`src/itp_pkg.sv`:
```
// shared codes, character constants and helper functions for the infix to postfix converter
package itp_pkg;

  localparam int STACK_DEPTH_DEF = 16;

  typedef logic [2:0] code_t;
  typedef logic [1:0] prio_t;
  typedef logic [1:0] status_t;

  // operator codes as kept on the stack
  localparam code_t CODE_OPEN   = 3'd0;
  localparam code_t CODE_PLUS   = 3'd1;
  localparam code_t CODE_MINUS  = 3'd2;
  localparam code_t CODE_STAR   = 3'd3;
  localparam code_t CODE_SLASH  = 3'd4;
  localparam code_t CODE_PCT    = 3'd5;
  localparam code_t CODE_DOLLAR = 3'd6;

  // status codes
  localparam status_t ST_OK        = 2'd0;
  localparam status_t ST_OVERFLOW  = 2'd1;
  localparam status_t ST_BAD_CLOSE = 2'd2;
  localparam status_t ST_BAD_OPEN  = 2'd3;

  // ascii characters
  localparam logic [7:0] CH_LPAREN = 8'h28;
  localparam logic [7:0] CH_RPAREN = 8'h29;
  localparam logic [7:0] CH_PLUS   = 8'h2B;
  localparam logic [7:0] CH_MINUS  = 8'h2D;
  localparam logic [7:0] CH_STAR   = 8'h2A;
  localparam logic [7:0] CH_SLASH  = 8'h2F;
  localparam logic [7:0] CH_PCT    = 8'h25;
  localparam logic [7:0] CH_DOLLAR = 8'h24;
  localparam logic [7:0] CH_NUL    = 8'h00;

  function automatic logic is_alnum(logic [7:0] c);
    return c inside {[8'h41:8'h5A], [8'h61:8'h7A], [8'h30:8'h39]};
  endfunction

  function automatic logic is_op(logic [7:0] c);
    return c inside {CH_PLUS, CH_MINUS, CH_STAR, CH_SLASH, CH_PCT, CH_DOLLAR};
  endfunction

  function automatic code_t op_code(logic [7:0] c);
    code_t r;
    case (c)
      CH_PLUS:   r = CODE_PLUS;
      CH_MINUS:  r = CODE_MINUS;
      CH_STAR:   r = CODE_STAR;
      CH_SLASH:  r = CODE_SLASH;
      CH_PCT:    r = CODE_PCT;
      CH_DOLLAR: r = CODE_DOLLAR;
      default:   r = CODE_OPEN;
    endcase
    return r;
  endfunction

  function automatic logic [7:0] code_char(code_t k);
    logic [7:0] r;
    case (k)
      CODE_OPEN:   r = CH_LPAREN;
      CODE_PLUS:   r = CH_PLUS;
      CODE_MINUS:  r = CH_MINUS;
      CODE_STAR:   r = CH_STAR;
      CODE_SLASH:  r = CH_SLASH;
      CODE_PCT:    r = CH_PCT;
      CODE_DOLLAR: r = CH_DOLLAR;
      default:     r = CH_NUL;
    endcase
    return r;
  endfunction

  function automatic prio_t code_prio(code_t k);
    prio_t r;
    case (k)
      CODE_PLUS, CODE_MINUS:           r = 2'd1;
      CODE_STAR, CODE_SLASH, CODE_PCT: r = 2'd2;
      CODE_DOLLAR:                     r = 2'd3;
      default:                         r = 2'd0;
    endcase
    return r;
  endfunction

endpackage

```
`src/itp_stack.sv`:
```
// operator stack storage: one write port, one registered read port
module itp_stack #(
  parameter int STACK_DEPTH = itp_pkg::STACK_DEPTH_DEF,
  parameter int AW          = $clog2(STACK_DEPTH)
) (
  input  logic                clk,
  input  logic                wr_en,
  input  logic [AW-1:0]       wr_addr,
  input  itp_pkg::code_t      wr_data,
  input  logic                rd_en,
  input  logic [AW-1:0]       rd_addr,
  output itp_pkg::code_t      rd_data
);
  import itp_pkg::*;

  code_t mem [STACK_DEPTH];
  code_t rd_data_r;

  always_ff @(posedge clk) begin
    if (wr_en) begin
      mem[wr_addr] <= wr_data;
    end
  end

  always_ff @(posedge clk) begin
    if (rd_en) begin
      rd_data_r <= mem[rd_addr];
    end
  end

  assign rd_data = rd_data_r;

endmodule

```
`src/infix_to_postfix_converter.sv`:
```
// top level of the shunting-yard infix to postfix converter
//
// usage:
//   input channel in_valid/in_ready carries one infix character per request
//   (in_char) or an end marker (in_is_end). result channel out_valid/out_ready
//   carries postfix characters (out_char with out_char_valid) and status
//   results; out_last marks the final result caused by one input request.
// timing:
//   a letter or digit is held, then moved into the output register once the
//   slot is free, and the next request is taken after that. a paren push is done in
//   the accept cycle, so the next request can follow right away.
//   every popped stack entry, open parens included, passes S_CHECK (pop) and
//   then S_LOAD (memory read to refill the cached top). a new request is taken
//   only once the one in work is finished, including any held character and
//   status result still to be sent.
// reset:
//   rst_n low clears the stack count, the sequencer and the output valid flag;
//   the stack memory itself is not cleared, and a value read from at or above
//   the count is never used.
// stall:
//   results sit in a one-entry output register; a stalled receiver holds the
//   sequencer, and input is taken again once the request in work is finished.
module infix_to_postfix_converter #(
  parameter int STACK_DEPTH = itp_pkg::STACK_DEPTH_DEF
) (
  input  logic                clk,
  input  logic                rst_n,
  input  logic                in_valid,
  output logic                in_ready,
  input  logic [7:0]          in_char,
  input  logic                in_is_end,
  output logic                out_valid,
  input  logic                out_ready,
  output logic [7:0]          out_char,
  output logic                out_char_valid,
  output itp_pkg::status_t    out_status,
  output logic                out_last
);
  import itp_pkg::*;

  localparam int AW = $clog2(STACK_DEPTH);
  localparam int CW = $clog2(STACK_DEPTH + 1);
  localparam logic [CW-1:0] FULL_CNT = CW'(STACK_DEPTH);
  localparam logic [CW-1:0] ONE_CNT  = CW'(1);
  localparam logic [CW-1:0] TWO_CNT  = CW'(2);

  // sequencer states
  localparam logic [1:0] S_IDLE  = 2'd0;
  localparam logic [1:0] S_CHECK = 2'd1;
  localparam logic [1:0] S_LOAD  = 2'd2;
  localparam logic [1:0] S_FIN   = 2'd3;

  // what the pop loop is doing
  localparam logic [1:0] M_END   = 2'd0;
  localparam logic [1:0] M_CLOSE = 2'd1;
  localparam logic [1:0] M_OP    = 2'd2;
  localparam logic [1:0] M_DONE  = 2'd3;

  logic [1:0]    state_r, state_nxt;
  logic [1:0]    mode_r, mode_nxt;
  logic [CW-1:0] cnt_r, cnt_nxt;
  code_t         top_r, top_nxt;
  code_t         opc_r, opc_nxt;
  prio_t         oprio_r, oprio_nxt;
  logic          open_seen_r, open_seen_nxt;
  // popped or input character held back until we know whether it is the last result
  logic          pend_vld_r, pend_vld_nxt;
  logic [7:0]    pend_char_r, pend_char_nxt;
  // a status-only result closes the request
  logic          fin_r, fin_nxt;
  status_t       fin_status_r, fin_status_nxt;

  logic          out_valid_r;
  logic [7:0]    out_char_r;
  logic          out_char_valid_r;
  status_t       out_status_r;
  logic          out_last_r;

  logic          out_load;
  logic [7:0]    out_char_d;
  logic          out_char_valid_d;
  status_t       out_status_d;
  logic          out_last_d;

  logic          wr_en;
  code_t         wr_data;
  logic          rd_en;
  code_t         rd_data;
  logic [CW-1:0] cnt_m2;
  logic          slot_free;
  logic          full;

  assign cnt_m2    = cnt_r - TWO_CNT;
  assign slot_free = !out_valid_r || out_ready;
  assign full      = (cnt_r == FULL_CNT);
  assign in_ready  = (state_r == S_IDLE);

  itp_stack #(
    .STACK_DEPTH (STACK_DEPTH),
    .AW          (AW)
  ) u_stack (
    .clk     (clk),
    .wr_en   (wr_en),
    .wr_addr (cnt_r[AW-1:0]),
    .wr_data (wr_data),
    .rd_en   (rd_en),
    .rd_addr (cnt_m2[AW-1:0]),
    .rd_data (rd_data)
  );

  always_comb begin
    state_nxt        = state_r;
    mode_nxt         = mode_r;
    cnt_nxt          = cnt_r;
    top_nxt          = top_r;
    opc_nxt          = opc_r;
    oprio_nxt        = oprio_r;
    open_seen_nxt    = open_seen_r;
    pend_vld_nxt     = pend_vld_r;
    pend_char_nxt    = pend_char_r;
    fin_nxt          = fin_r;
    fin_status_nxt   = fin_status_r;
    wr_en            = 1'b0;
    wr_data          = CODE_OPEN;
    rd_en            = 1'b0;
    out_load         = 1'b0;
    out_char_d       = pend_char_r;
    out_char_valid_d = 1'b1;
    out_status_d     = ST_OK;
    out_last_d       = 1'b0;

    case (state_r)
      S_IDLE: begin
        if (in_valid) begin
          open_seen_nxt = 1'b0;
          pend_vld_nxt  = 1'b0;
          fin_nxt       = 1'b0;
          if (in_is_end) begin
            mode_nxt  = M_END;
            state_nxt = S_CHECK;
          end else if (is_alnum(in_char)) begin
            pend_vld_nxt  = 1'b1;
            pend_char_nxt = in_char;
            state_nxt     = S_FIN;
          end else if (in_char == CH_LPAREN) begin
            if (full) begin
              fin_nxt        = 1'b1;
              fin_status_nxt = ST_OVERFLOW;
              state_nxt      = S_FIN;
            end else begin
              wr_en   = 1'b1;
              wr_data = CODE_OPEN;
              top_nxt = CODE_OPEN;
              cnt_nxt = cnt_r + ONE_CNT;
            end
          end else if (in_char == CH_RPAREN) begin
            mode_nxt  = M_CLOSE;
            state_nxt = S_CHECK;
          end else if (is_op(in_char)) begin
            mode_nxt  = M_OP;
            opc_nxt   = op_code(in_char);
            oprio_nxt = code_prio(op_code(in_char));
            state_nxt = S_CHECK;
          end
        end
      end

      S_CHECK: begin
        if (mode_r == M_DONE) begin
          state_nxt = S_FIN;
        end else if (cnt_r == '0) begin
          // stack drained
          case (mode_r)
            M_END: begin
              fin_nxt        = 1'b1;
              fin_status_nxt = open_seen_r ? ST_BAD_OPEN : ST_OK;
            end
            M_CLOSE: begin
              fin_nxt        = 1'b1;
              fin_status_nxt = ST_BAD_CLOSE;
            end
            default: begin
              wr_en   = 1'b1;
              wr_data = opc_r;
              top_nxt = opc_r;
              cnt_nxt = cnt_r + ONE_CNT;
            end
          endcase
          state_nxt = S_FIN;
        end else if (mode_r == M_OP &&
                     (top_r == CODE_OPEN || code_prio(top_r) < oprio_r)) begin
          // pop loop stops here, push or overflow
          if (full) begin
            fin_nxt        = 1'b1;
            fin_status_nxt = ST_OVERFLOW;
          end else begin
            wr_en   = 1'b1;
            wr_data = opc_r;
            top_nxt = opc_r;
            cnt_nxt = cnt_r + ONE_CNT;
          end
          state_nxt = S_FIN;
        end else if (top_r == CODE_OPEN) begin
          // open paren: discarded, ends a close, noted by an end
          cnt_nxt   = cnt_r - ONE_CNT;
          rd_en     = 1'b1;
          state_nxt = S_LOAD;
          if (mode_r == M_CLOSE) begin
            mode_nxt = M_DONE;
          end else begin
            open_seen_nxt = 1'b1;
          end
        end else if (!pend_vld_r || slot_free) begin
          // pop an operator; the earlier held one is now known not last
          out_load      = pend_vld_r;
          pend_vld_nxt  = 1'b1;
          pend_char_nxt = code_char(top_r);
          cnt_nxt       = cnt_r - ONE_CNT;
          rd_en         = 1'b1;
          state_nxt     = S_LOAD;
        end
      end

      S_LOAD: begin
        top_nxt   = rd_data;
        state_nxt = S_CHECK;
      end

      S_FIN: begin
        if (pend_vld_r) begin
          if (slot_free) begin
            out_load     = 1'b1;
            out_last_d   = !fin_r;
            pend_vld_nxt = 1'b0;
            if (!fin_r) begin
              state_nxt = S_IDLE;
            end
          end
        end else if (fin_r) begin
          if (slot_free) begin
            out_load         = 1'b1;
            out_char_d       = CH_NUL;
            out_char_valid_d = 1'b0;
            out_status_d     = fin_status_r;
            out_last_d       = 1'b1;
            fin_nxt          = 1'b0;
            state_nxt        = S_IDLE;
          end
        end else begin
          state_nxt = S_IDLE;
        end
      end

      default: begin
        state_nxt = S_IDLE;
      end
    endcase
  end

  always_ff @(posedge clk) begin
    if (!rst_n) begin
      state_r     <= S_IDLE;
      mode_r      <= M_END;
      cnt_r       <= '0;
      open_seen_r <= 1'b0;
      pend_vld_r  <= 1'b0;
      fin_r       <= 1'b0;
      out_valid_r <= 1'b0;
    end else begin
      state_r     <= state_nxt;
      mode_r      <= mode_nxt;
      cnt_r       <= cnt_nxt;
      open_seen_r <= open_seen_nxt;
      pend_vld_r  <= pend_vld_nxt;
      fin_r       <= fin_nxt;
      if (out_load) begin
        out_valid_r <= 1'b1;
      end else if (out_ready) begin
        out_valid_r <= 1'b0;
      end
    end
  end

  // payload registers
  always_ff @(posedge clk) begin
    top_r        <= top_nxt;
    opc_r        <= opc_nxt;
    oprio_r      <= oprio_nxt;
    pend_char_r  <= pend_char_nxt;
    fin_status_r <= fin_status_nxt;
    if (out_load) begin
      out_char_r       <= out_char_d;
      out_char_valid_r <= out_char_valid_d;
      out_status_r     <= out_status_d;
      out_last_r       <= out_last_d;
    end
  end

  assign out_valid      = out_valid_r;
  assign out_char       = out_char_r;
  assign out_char_valid = out_char_valid_r;
  assign out_status     = out_status_r;
  assign out_last       = out_last_r;

endmodule
```
`config.mk`:
```
export PLATFORM = sky130hd
export DESIGN_NAME = infix_to_postfix_converter
export DESIGN_NICKNAME = d
export VERILOG_FILES = /design/src/itp_pkg.sv /design/src/itp_stack.sv /design/src/infix_to_postfix_converter.sv
export SDC_FILE = /design/constraint.sdc
export NUM_CORES = 1
export LEC_CHECK = 0
export ABC_CLOCK_PERIOD_IN_PS = 4100
export BUFFER_PORTS_ARGS = -buffer_cell sky130_fd_sc_hd__buf_4
export CAP_MARGIN = 20
export CORE_MARGIN = 5
export CORE_UTILIZATION = 55
export CTS_CLUSTER_SIZE = 30
export DETAILED_ROUTE_END_ITERATION = 10
export PLACE_DENSITY_LB_ADDON = 0.15
export SETUP_SLACK_MARGIN = 0.4
export SYNTH_ARGS = -nofsm -noshare
export SYNTH_HDL_FRONTEND = slang
export SYNTH_SLANG_ARGS = --single-unit
```
`constraint.sdc`:
```
create_clock -name clk -period 4.1 [get_ports clk]
set_input_delay 1.025 -clock clk [delete_from_list [all_inputs] [get_ports clk]]
set_output_delay 1.025 -clock clk [all_outputs]
set_load 0.02 [all_outputs]
```
Word level (Yosys, flattened, before mapping)
Memories as Yosys holds them, arrays and structs flattened. A register that Yosys moved wholly into a read port is not among the register bits.
Cells that the tools add are included.
{"block": "totals", "regBits": 43, "latchBits": 0, "ramBits": 48, "romBits": 0, "inputBits": 13, "wordCells": 288, "n_memories": 1}
{"block": "op_classes", "addsub": 3, "multipliers": 0, "div_mod_pow": 0, "n_lt_le_gt_ge": 7, "eq_ne": 58, "shift": 0, "n_mux": 159, "bitwise_logic": 7, "reduce_logical": 37}
{"name": "u_stack.mem", "depth": 16, "width": 3, "read_ports": 1, "rd_ports_with_merged_regs": 1, "write_ports": 1, "line": "itp_stack.sv:16", "text": "code_t mem [STACK_DEPTH];"}
{"cell": "two-way mux 8 bit", "count": 12}
{"cell": "two-way mux 2 bit", "count": 40}
{"cell": "two-way mux 3 bit", "count": 23}
{"cell": "== test 8 x 6 -> 1 bit, second input constant", "count": 8}
{"cell": "two-way mux 1 bit", "count": 57}
{"cell": "two-way mux 5 bit", "count": 11}
{"cell": "one-hot mux 6 bit (6 select lines)", "count": 1}
{"cell": "AND reduction 7 bit", "count": 5}
{"cell": "!= test 3 bit, second input constant", "count": 10}
{"cell": "!= test 2 bit, second input constant", "count": 13}
{"cell": "AND reduction 10 bit", "count": 2}
{"cell": "== test 3 bit, second input constant", "count": 6}
{"cell": "one-hot mux 3 bit (6 select lines)", "count": 1}
{"cell": ">= comparator 8 x 7 -> 1 bit, second input constant", "count": 2}
{"cell": "<= comparator 8 x 7 -> 1 bit, second input constant", "count": 2}
{"cell": "one-hot mux 8 bit (2 select lines)", "count": 1}
{"cell": "AND reduction 8 bit", "count": 2}
{"cell": "== test 3 x 2 -> 1 bit, second input constant", "count": 4}
{"cell": "one-hot mux 2 bit (2 select lines)", "count": 3}
{"cell": "one-hot mux 2 bit (3 select lines)", "count": 2}
{"cell": "!= test 5 bit, second input constant", "count": 2}
{"cell": "one-hot mux 5 bit (2 select lines)", "count": 1}
{"cell": "one-hot mux 3 bit (3 select lines)", "count": 1}
{"cell": "AND reduction 9 bit", "count": 1}
{"cell": "31 further kinds", "count": 61}

Logic depth before layout (Yosys ltp)
Gate-level depths: netlist of the first run.
{"block": "depth", "ltp_word": 15, "ltp_mapped": 11, "mapped_depth_nobuf": 9}

Hierarchy
From an unflattened synthesis of the first run, not the netlist that was laid out.
{"block": "hier_totals", "hier_cells": 435, "area_unflattened_um2": 4989.8}
{"module": "infix_to_postfix_converter", "n_inst": 1, "cells_per_inst": 332, "area_each_um2": 2947.8, "seq_area_each_um2": 1161.1}
{"module": "itp_stack", "n_inst": 1, "cells_per_inst": 103, "area_each_um2": 2042.0, "seq_area_each_um2": 1531.5}

Worst setup path before layout of the first run
No wires, ideal clock.
{"block": "synth_path", "path_type": "register to register", "start": "register cnt_r[0]", "end": "register out_char_r[0], in the netlist out_char[0] (enable)", "setup_ns": 0.380, "arrival_time_ns": 2.578, "required_time_ns": 3.720, "slack_ns": 1.142, "stages_incl_launch_ff": 11, "n_path_buf": 3, "synth_period_minus_slack_ns": 2.958, "path_cell_list": "dfxtp_1 > clkbuf_1 > clkbuf_8 > inv_1 > ha_1 > or4b_4 > buf_6 > nand2_1 > and4b_2 > o22ai_1 > nor2_1"}
{"block": "synth_via", "elab_chain_cells": 4}
{"item": "start: declaration", "line": "infix_to_postfix_converter.sv:61", "text": "logic [CW-1:0] cnt_r, cnt_nxt;"}
{"item": "start signal: assignment", "line": "infix_to_postfix_converter.sv:272", "text": "cnt_r <= cnt_nxt;"}
{"item": "logical NOT 5 bit", "line": "infix_to_postfix_converter.sv:171", "text": "end else if (cnt_r == '0) begin"}
{"item": "two-way mux 1 bit", "line": "infix_to_postfix_converter.sv:171"}
{"item": "two-way mux 1 bit", "line": "infix_to_postfix_converter.sv:169", "text": "if (mode_r == M_DONE) begin"}
{"item": "one-hot mux 1 bit (2 select lines)", "line": "infix_to_postfix_converter.sv:132", "text": "case (state_r)"}
{"item": "net out_load", "line": "infix_to_postfix_converter.sv:79", "text": "logic out_load;"}
{"item": "end signal: assignment", "line": "infix_to_postfix_converter.sv:292", "text": "out_char_r <= out_char_d;"}
{"item": "end: declaration", "line": "infix_to_postfix_converter.sv:74", "text": "logic [7:0] out_char_r;"}
The timed path passes the listed nets, and every way through them passes these cells.
A chain may end at the register's enable or synchronous reset.

Worst setup path in the final report of the first run
{"block": "layout_path", "start": "register top_r[1]", "end": "register pend_char_r[6] (enable)"}
{"block": "layout_via", "elab_chain_cells": 11, "word_cells_on_any_way": 19, "cone_classes": "order compare: 1; eq/ne: 8; mux: 4; reduce/logical: 6"}
{"item": "start: declaration", "line": "infix_to_postfix_converter.sv:62", "text": "code_t top_r, top_nxt;"}
{"item": "start signal: assignment", "line": "infix_to_postfix_converter.sv:286", "text": "top_r <= top_nxt;"}
{"item": "== test 3 bit, or another cell as far along", "line": "itp_pkg.sv:75", "text": "case (k)"}
{"item": "OR reduction 3 bit or OR reduction 2 bit (tied branches)", "line": "itp_pkg.sv:75"}
{"item": "one-hot mux 2 bit (3 select lines)", "line": "itp_pkg.sv:75"}
{"item": "two-way mux 2 bit", "line": "infix_to_postfix_converter.sv:171"}
{"item": "two-way mux 2 bit", "line": "infix_to_postfix_converter.sv:169"}
{"item": "two-way mux 2 bit", "line": "infix_to_postfix_converter.sv:132"}
{"item": "less-than comparator 2 bit", "line": "infix_to_postfix_converter.sv:191", "text": "(top_r == CODE_OPEN || code_prio(top_r) < oprio_r)) begin"}
{"item": "logical OR 1 bit", "line": "infix_to_postfix_converter.sv:191"}
{"item": "logical AND 1 bit", "line": "infix_to_postfix_converter.sv:190", "text": "end else if (mode_r == M_OP &&"}
{"item": "!= test 2 bit (no source line)"}
{"item": "AND reduction 9 bit (no source line) (*)"}
{"item": "end signal: assignment", "line": "infix_to_postfix_converter.sv:289", "text": "pend_char_r <= pend_char_nxt;"}
{"item": "end: declaration", "line": "infix_to_postfix_converter.sv:68", "text": "logic [7:0] pend_char_r, pend_char_nxt;"}
Mark *: on every way between the ends. The rest lies on a longest branch, timed or not. The select of a mux whose other input is x is not followed.

==> results.cfg, run 1 <==
[outcome]
status = completed

[clocking]
ctsHoldBuffers = 0
path_clk_slew_ns = 0.09
cts.sinks = 94
cts_root_buf = clkbuf_8
numCtsBuffers = 9
cts_tree = done
clockBufferDepth = 2
htree_levels = 3
postCtsSetupBuffers = 0
clk-insertion-delay-late_ns = 0.36
cts.repair.resized = 0

[final_layout]
num-fill-cells = 721
regArea_sq_um = 2693
drive_gt1_frac = 0.1923
nets = 464
final_common_cell = edfxtp_1
num_antenna_cells = 0
fin_cells = 550
final_cell_mix = edfxtp_1, nand2_1, buf_4
multi_input_area_sq_um = 2038
syn_to_final_growth_pct = 8.257

[timing]
drv_slew = 0
rsz0062_at_grt = no
skew_ns = 0.007825
tightest_slew_ns = 0.8432
holdWs_ns = 0.5403
hold_viol = 0
worst_slew_margin_rel = 0.4367
fmax_mhz = 321.4
finalSetupTns_ns = 0
final-setup-viol-count = 0
finalCritPeriodShare = 0.7589
fin_crit_ns = 3.112

[floorplanning]
core.rowCount = 34
core_area_sq_um = 8763
die_w_um = 104.9
die_h_um = 104.9
io_pins = 27
start_util = 0.5654
die-area_sq_um = 11010

[synthesis]
synthCells = 417
synth_seq_cells = 94
syn-num-nets = 444
synth_edf_count = 81
synth_area_sq_um = 4955
ys_types = 70
ys_warn_count = 0
ys.flop_type = edfxtp_1
avgSynthCellArea_sq_um = 11.88
ys_async_sr_fraction = 0
ys_seq_area_frac = 0.5434

[setup_path]
critPathKind = reg2reg
cp-end-kind = flop
critPathRequiredTime_ns = 4.17
cp_max_fo = 13
start_kind = flop
arrival_ns = 3.19

[grt]
antenna_found_initial = 0
met3_usage = 0.03083
grt_max_degree = 32
globalRoute.busiestLayer = met2
grt_use_total = 0.1829
grt_pass1_wl_mm = 16.15
first_global_vias = 3229
grt.met2_usage = 0.3071
globalRoute.totalOverflow = 0
grtUsageMet1 = 0.2322

[route]
vias_per_cell = 6.147
vias = 3381
finalWirelength_mm = 10.10
wl_per_cell_um = 18.36
drc = 0
drtPass1Iterations = 5
antenna_left = 0
drtIter0Drc = 193

[pwr]
p_seq_frac = 0.431
combPwrFrac = 0.382
clkPwrFrac = 0.188
p_int_w = 0.001907
ir_drop_mv = 0.2961
switching_power_w = 0.001053
switching_share = 0.3558
p_leak_nw = 1.923
cellPowerDensity_nw_per_um2 = 552.0

[placement]
post-place-cells = 534
gp_congestion = 0.8911
io_buffers = 26
place_hpwl_mm = 7.405

[min_path]
hp-class = reg2reg

[job]
drv_cap = 0
[synthesized netlist by cell type (4+ instances only)]
| library cell | count | area share |
|---|---|---|
| clkbuf_1 | 14 | 0.011 |
| and3_1 | 4 | 0.0050 |
| mux4_2 | 15 | 0.068 |
| nand4_1 | 4 | 0.0050 |
| nand2_1 | 36 | 0.027 |
| nor2_1 | 31 | 0.023 |
| o21ai_0 | 17 | 0.017 |
| nor4_1 | 4 | 0.0050 |
| o221a_2 | 5 | 0.011 |
| nand2b_1 | 5 | 0.0063 |
| o22ai_1 | 5 | 0.0063 |
| nor3_1 | 13 | 0.013 |
| a22oi_1 | 4 | 0.0061 |
| nor2b_1 | 20 | 0.025 |
| nand3_1 | 12 | 0.012 |
| o211ai_1 | 4 | 0.0061 |
| ha_1 | 14 | 0.035 |
| o21bai_1 | 4 | 0.0061 |
| and2_1 | 6 | 0.0076 |
| edfxtp_1 | 81 | 0.49 |
| dfxtp_1 | 13 | 0.053 |
| inv_1 | 20 | 0.015 |
| a21oi_1 | 20 | 0.020 |
[critical path, stage by stage (launching register included)]
cell      delay, ns
edfxtp_1       0.49
nand2_1        0.17
xnor2_1        0.13
ha_1           0.18
nand2b_1       0.15
o22ai_1        0.16
o21bai_1       0.70
nand4_1        0.23
a221oi_1       0.39
buf_4          0.23
[cell families after synthesis]
logic type	share of synthesized area
mux	0.07879
buf+inv	0.04520
xor+xnor	0.005304
compound gates	0.1212
flops	0.5434
simple gates	0.1707
fa+ha+maj	0.03535
[power groups by stage]
stage	Sequential (W)	Clock, W	Combinational [W]
6_report	0.00127	0.000555	0.00113
4_1_cts	0.00127	0.000572	0.00112
3_5_place_dp	0.00130	0	0.00112
5_1_grt	0.00129	0.000612	0.00124
3_3_place_gp	0.00129	0	0.00111
2_1_floorplan	0.00127	0	0.000929
[worst paths after layout]
path,start,end,slack [ns],cells after the start
worst min-delay path,pend_char_r[7],out_char[7],0.54,1
worst max register to register,top_r[1],pend_char_r[6],0.99,9
worst max-delay path,top_r[1],pend_char_r[6],0.99,9
worst min register to register,pend_char_r[7],out_char[7],0.54,1
[per-layer routing]
layer | share of wire | vias to the layer above
met5 | 0 | -
met4 | 0.028 | 0
met3 | 0.051 | 24
met2 | 0.51 | 115
met1 | 0.41 | 1629
li1 | - | 1613
[state kept, by name, summed over array words and instances, names as in the netlist, 2 cells and up]
register / count
oprio_r: 2
u_stack.rd_data: 3
top_r: 3
opc_r: 3
cnt_r: 5
state_r: 2
mode_r: 2
out_status: 2
u_stack.mem: 48
fin_status_r: 2
out_char: 8
pend_char_r: 8
[per-stage QoR]
step | total power, W | instance area, sq um | setup WS [ns] | util
2_1_floorplan | 0.002195 | 4955 | 1.142 | -
3_3_place_gp | 0.002404 | 5189 | 0.9097 | 0.5921
3_5_place_dp | 0.002413 | 5189 | 0.8823 | 0.5921
4_1_cts | 0.002969 | 5364 | 1.004 | 0.6121
5_1_grt | 0.003141 | 5364 | 0.7569 | 0.6121
6_report | 0.002961 | 5364 | 0.9884 | 0.6121
[cell type report]
class | count | share of cell area
Clock buffer | 11 | 0.02449
Clock inverter | 5 | 0.008164
Inverter | 20 | 0.01400
Multi-Input combinational cell | 279 | 0.3800
Sequential cell | 94 | 0.5020
Tap cell | 108 | 0.02519
Timing Repair Buffer | 33 | 0.04619
No activity file was read; power rests on OpenSTA's default activity.
==> run 2: changes to the inputs <==
Settings changed: ABC_CLOCK_PERIOD_IN_PS 4100 to 2600.
Clock period 4.1 ns to 2.6 ns, I/O delays scaled along.
==> run 2 against run 1 <==
  * Flip-flop and latch count did not move
  * Clock power up 59%
  * Hold slack worse by 0.00081 ns
  * Die area unchanged
==> results.cfg, run 2 (synthesis results as in run 1) <==
[setup_path]
path_common_cell = buf_4
cp_max_fo = 8
path_cells = buf_4 > or3_4 > o21ai_4 > o21bai_1 > buf_4 > a211o_4 > or4b_1 > a31oi_1
cp_top_family = simple AND/OR/NAND/NOR gates
cpPeakStageDelay_ns = 0.47
r2r_slack_ns = 0.14
cp_slowest_cell = or4b_1
arrival_ns = 2.74
cp-endpoint = cnt_r[2]
path_depth = 8
cp-end-kind = flop
start_kind = flop
critPathRequiredTime_ns = 2.89
r2r.worst_path.cells = 8
r2r_end = cnt_r[2]
critPathLaunch = top_r[2]
critPathKind = reg2reg
reg2reg_from = top_r[2]
path_buf_inv = 2

[final_layout]
final_cell_mix = edfxtp_1, buf_4, nand2_1
syn_to_final_growth_pct = 24.52
final_util = 0.7040
drive_gt1_frac = 0.3799
top_register = u_stack.mem
num_antenna_cells = 0
largest_reg_flops = 48
final_common_cell = edfxtp_1
nets = 510

[clocking]
htree_levels = 3
clk-insertion-delay-late_ns = 0.35
path_clk_slew_ns = 0.09
numCtsBuffers = 9
clockBufferDepth = 2
ctsHoldBuffers = 0
cts_root_buf = clkbuf_8
cts.sinks = 94
cts_tree = done

[timing]
fmax_mhz = 406.8
finalSetupTns_ns = 0
rsz0062_at_grt = yes
finalCritPeriodShare = 0.9455
tightest_slew_ns = 0.5925
fin_crit_ns = 2.458
worst_slew_margin_rel = 0.6050
hold_viol = 0
drv_slew = 0
skew_ns = 0.004307
final-setup-viol-count = 0

[grt]
first_global_vias = 3607
antenna_found_initial = 0
grt_max_degree = 28
globalRoute.totalOverflow = 0
grt_pass1_wl_mm = 17.72
grt_use_total = 0.2009

[min_path]
hp-class = reg2reg

[floorplanning]
io_pins = 27
start_util = 0.5654
die-area_sq_um = 11010
core_area_sq_um = 8763
die_h_um = 104.9
die_w_um = 104.9
core.rowCount = 34

[route]
vias = 3665
drtPass1Iterations = 4
vias_per_cell = 6.160
wl_per_cell_um = 19.77
antenna_left = 0
drc = 0
finalWirelength_mm = 11.76
drtIter0Drc = 219

[pwr]
cellPowerDensity_nw_per_um2 = 886.2
ir_drop_mv = 0.4397
p_leak_nw = 2.211

[placement]
io_buffers = 26
gp_congestion = 0.9203
place_hpwl_mm = 8.024

[job]
drv_cap = 0

[outcome]
status = completed
## run 2: layer usage
layer  track usage  up-vias  share of wire
li1              -     1711              -
met1        0.2448     1789           0.39
met2        0.3485      139           0.52
met3       0.04932       26          0.062
met4       0.06849        0          0.027
met5             0        -              0
## run 2: timing repair
| action | 4_1_cts | 5_1_grt |
|---|---|---|
| buffers inserted | 14 | 7 |
| gates cloned | 0 | 3 |
| gates resized for setup | 41 | 32 |
| endpoints found under the hold margin | 0 | 0 |
| pin swaps | 12 | 22 |
| setup endpoints to repair | 135 | 138 |
## run 2: metrics by stage
| stage | area [sq um] | power (W) | hold slack (ns) | instances | setup WS (ns) |
|---|---|---|---|---|---|
| after floorplan | 5112 | 0.003616 | 0.5091 | 417 | 0.04270 |
| after global placement | 5479 | 0.004067 | 0.5145 | 556 | 0.1118 |
| after detailed placement | 5479 | 0.004111 | 0.5231 | 556 | 0.03978 |
| after CTS | 5932 | 0.005290 | 0.5439 | 585 | 0.2185 |
| after global routing | 6170 | 0.005759 | 0.5741 | 595 | 0.03839 |
| final | 6170 | 0.005468 | 0.5394 | 595 | 0.1417 |
## run 2: final cells by class
| type | count | area [sq um] |
|---|---|---|
| clock buffer | 11 | 141.4 |
| clock inverter | 4 | 31.28 |
| fill | 603 | 2594 |
| inverter | 20 | 82.58 |
| multi-input combinational | 282 | 2466 |
| sequential | 94 | 2699 |
| tap | 108 | 135.1 |
| timing repair buffer | 76 | 614.3 |
## run 2: worst min path at each step
stage / to / slack (ns) / start / cells past startpoint
2_1_floorplan: out_char[0] / 0.51 / pend_char_r[0] / 1
3_3_place_gp: out_char[5] / 0.51 / pend_char_r[5] / 1
3_5_place_dp: out_char[7] / 0.52 / pend_char_r[7] / 1
4_1_cts: out_char[4] / 0.54 / pend_char_r[4] / 1
5_1_grt: out_char[2] / 0.57 / pend_char_r[2] / 1
6_report: out_char[7] / 0.54 / pend_char_r[7] / 1
## run 2: worst register-to-register path, stage by stage, from the launching register on
cell	delay, ns
edfxtp_1	0.46
buf_4	0.19
or3_4	0.40
o21ai_4	0.08
o21bai_1	0.11
buf_4	0.17
a211o_4	0.34
or4b_1	0.47
a31oi_1	0.17
## run 2: where the power goes
part | internal (W) | switching (W)
logic | 0.00125 | 0.00133
clock network | 0.000373 | 0.000509
registers | 0.00188 | 0.000133
==> run 3: changes to the inputs <==
Settings changed: BUFFER_PORTS_ARGS -buffer_cell sky130_fd_sc_hd__buf_4 to -buffer_cell sky130_fd_sc_hd__buf_2, CAP_MARGIN 20 to 10.
==> run 3 against run 2 <==
  * Via count grew 0.11%
  * Flip-flop and latch count is the same
  * Combinational power is 2% higher
  * Hold slack gained 0.0023 ns
  * Critical path depth rose by 2
==> results.cfg, run 3 (synthesis results as in run 1) <==
[placement]
io_buffers = 26
gp_congestion = 0.8714
place_hpwl_mm = 7.962

[grt]
globalRoute.totalOverflow = 0
grt_use_total = 0.2020
grt_pass1_wl_mm = 17.70
first_global_vias = 3489
antenna_found_initial = 0
grt_max_degree = 33

[timing]
rsz0062_at_grt = yes
fin_crit_ns = 2.444
tightest_slew_ns = 0.6194
drv_slew = 0
holdWs_ns = 0.5418
skew_ns = 0.01035
finalSetupTns_ns = 0
final-setup-viol-count = 0
worst_slew_margin_rel = 0.5871
hold_viol = 0
finalCritPeriodShare = 0.9400
fmax_mhz = 409.2

[clocking]
cts_root_buf = clkbuf_8
clockBufferDepth = 2
path_clk_slew_ns = 0.10
clk-insertion-delay-late_ns = 0.37
htree_levels = 3
cts.sinks = 94
numCtsBuffers = 9
cts_tree = done

[min_path]
hp-start = pend_char_r[2]
holdPathStages = 1
whs_endpoint = out_char[2]
hp-class = reg2reg

[final_layout]
final_cell_mix = edfxtp_1, buf_4, nand2_1
num_antenna_cells = 0
top_register = u_stack.mem
largest_reg_flops = 48
drive_gt1_frac = 0.3837
final_common_cell = edfxtp_1
nets = 512
num-fill-cells = 614
syn_to_final_growth_pct = 23.61
final_util = 0.6989

[pwr]
ir_drop_mv = 0.4205
total_power_w = 0.005581
cellPowerDensity_nw_per_um2 = 911.3
p_leak_nw = 2.285

[setup_path]
start_kind = flop
r2r.worst_path.cells = 10
arrival_ns = 2.54
cp_max_fo = 5
critPathKind = reg2reg
critPathLaunch = top_r[2]
critPathRequiredTime_ns = 2.70
r2r_slack_ns = 0.16
cp-end-kind = flop
reg2reg_from = top_r[2]
r2r_end = out_char[3]

[route]
drtIter0Drc = 271
wl_per_cell_um = 19.91
drtPass1Iterations = 5
vias_per_cell = 6.135
antenna_left = 0
vias = 3669
drc = 0
finalWirelength_mm = 11.91

[floorplanning]
core.rowCount = 34
core_area_sq_um = 8763
die_w_um = 104.9
die-area_sq_um = 11010
die_h_um = 104.9
io_pins = 27
start_util = 0.5654

[job]
drv_cap = 0

[outcome]
status = completed
-- run 3: cell count changes in the layout (fill, tap and decap cells not counted), sizes merged --
cell,before,now
buf,76,77
clkinvlp,3,0
inv,21,24
clkinv,0,3
clkbuf,11,10
-- run 3: metal layers --
layer  track usage  routed length (um)
met5             0                   0
met4       0.06849                 280
met3       0.03329                 733
met2        0.3449                6220
met1        0.2621                4674
-- run 3: power by group --
part           internal (W)  leakage [nW]  switching, W
combinational       0.00127          1.29       0.00135
clock              0.000370        0.0980      0.000582
sequential          0.00187         0.894      0.000128
-- run 3: critical path, cell delays in order, from the launching register on --
cell	delay, ns
edfxtp_1	0.47
xnor2_2	0.24
ha_4	0.17
nand2b_4	0.14
o21ai_2	0.07
o21bai_2	0.19
buf_6	0.14
and4b_2	0.25
o22ai_2	0.10
nor2_4	0.21
clkbuf_16	0.18
-- run 3: area by class of cell --
| class | instances | area, sq um | area share |
|---|---|---|---|
| tap | 108 | 135.1 | 0.02206 |
| clock buffer | 9 | 123.9 | 0.02022 |
| multi-input combinational | 282 | 2441 | 0.3986 |
| sequential | 94 | 2694 | 0.4398 |
| clock inverter | 7 | 62.56 | 0.01021 |
| timing repair buffer | 78 | 585.6 | 0.09561 |
| inverter | 20 | 82.58 | 0.01348 |
-- run 3: metrics by stage --
stage,cells,setup WS [ns],instance area [sq um]
after floorplan,417,0.04270,5112
after global placement,557,0.08472,5421
after detailed placement,557,0.01769,5421
after CTS,588,0.1721,5863
after global routing,598,0.07520,6125
final,598,0.1559,6125
-- run 3: how the worst max path moves through the flow --
stage,endpoint,slack (ns),depth (start not counted)
final,out_char[3],0.16,10
after global placement,cnt_r[3],0.08,7
after CTS,cnt_r[3],0.17,10
after floorplan,cnt_r[3],0.04,11
after global routing,cnt_r[3],0.08,10
after detailed placement,u_stack.mem[2][2],0.02,10
-- run 3: timing repair --
action,CTS,global route
buffers inserted,15,6
hold buffers,0,0
resized for setup,33,37
pin swaps,14,20
gates cloned,0,4
setup endpoints to repair,132,137
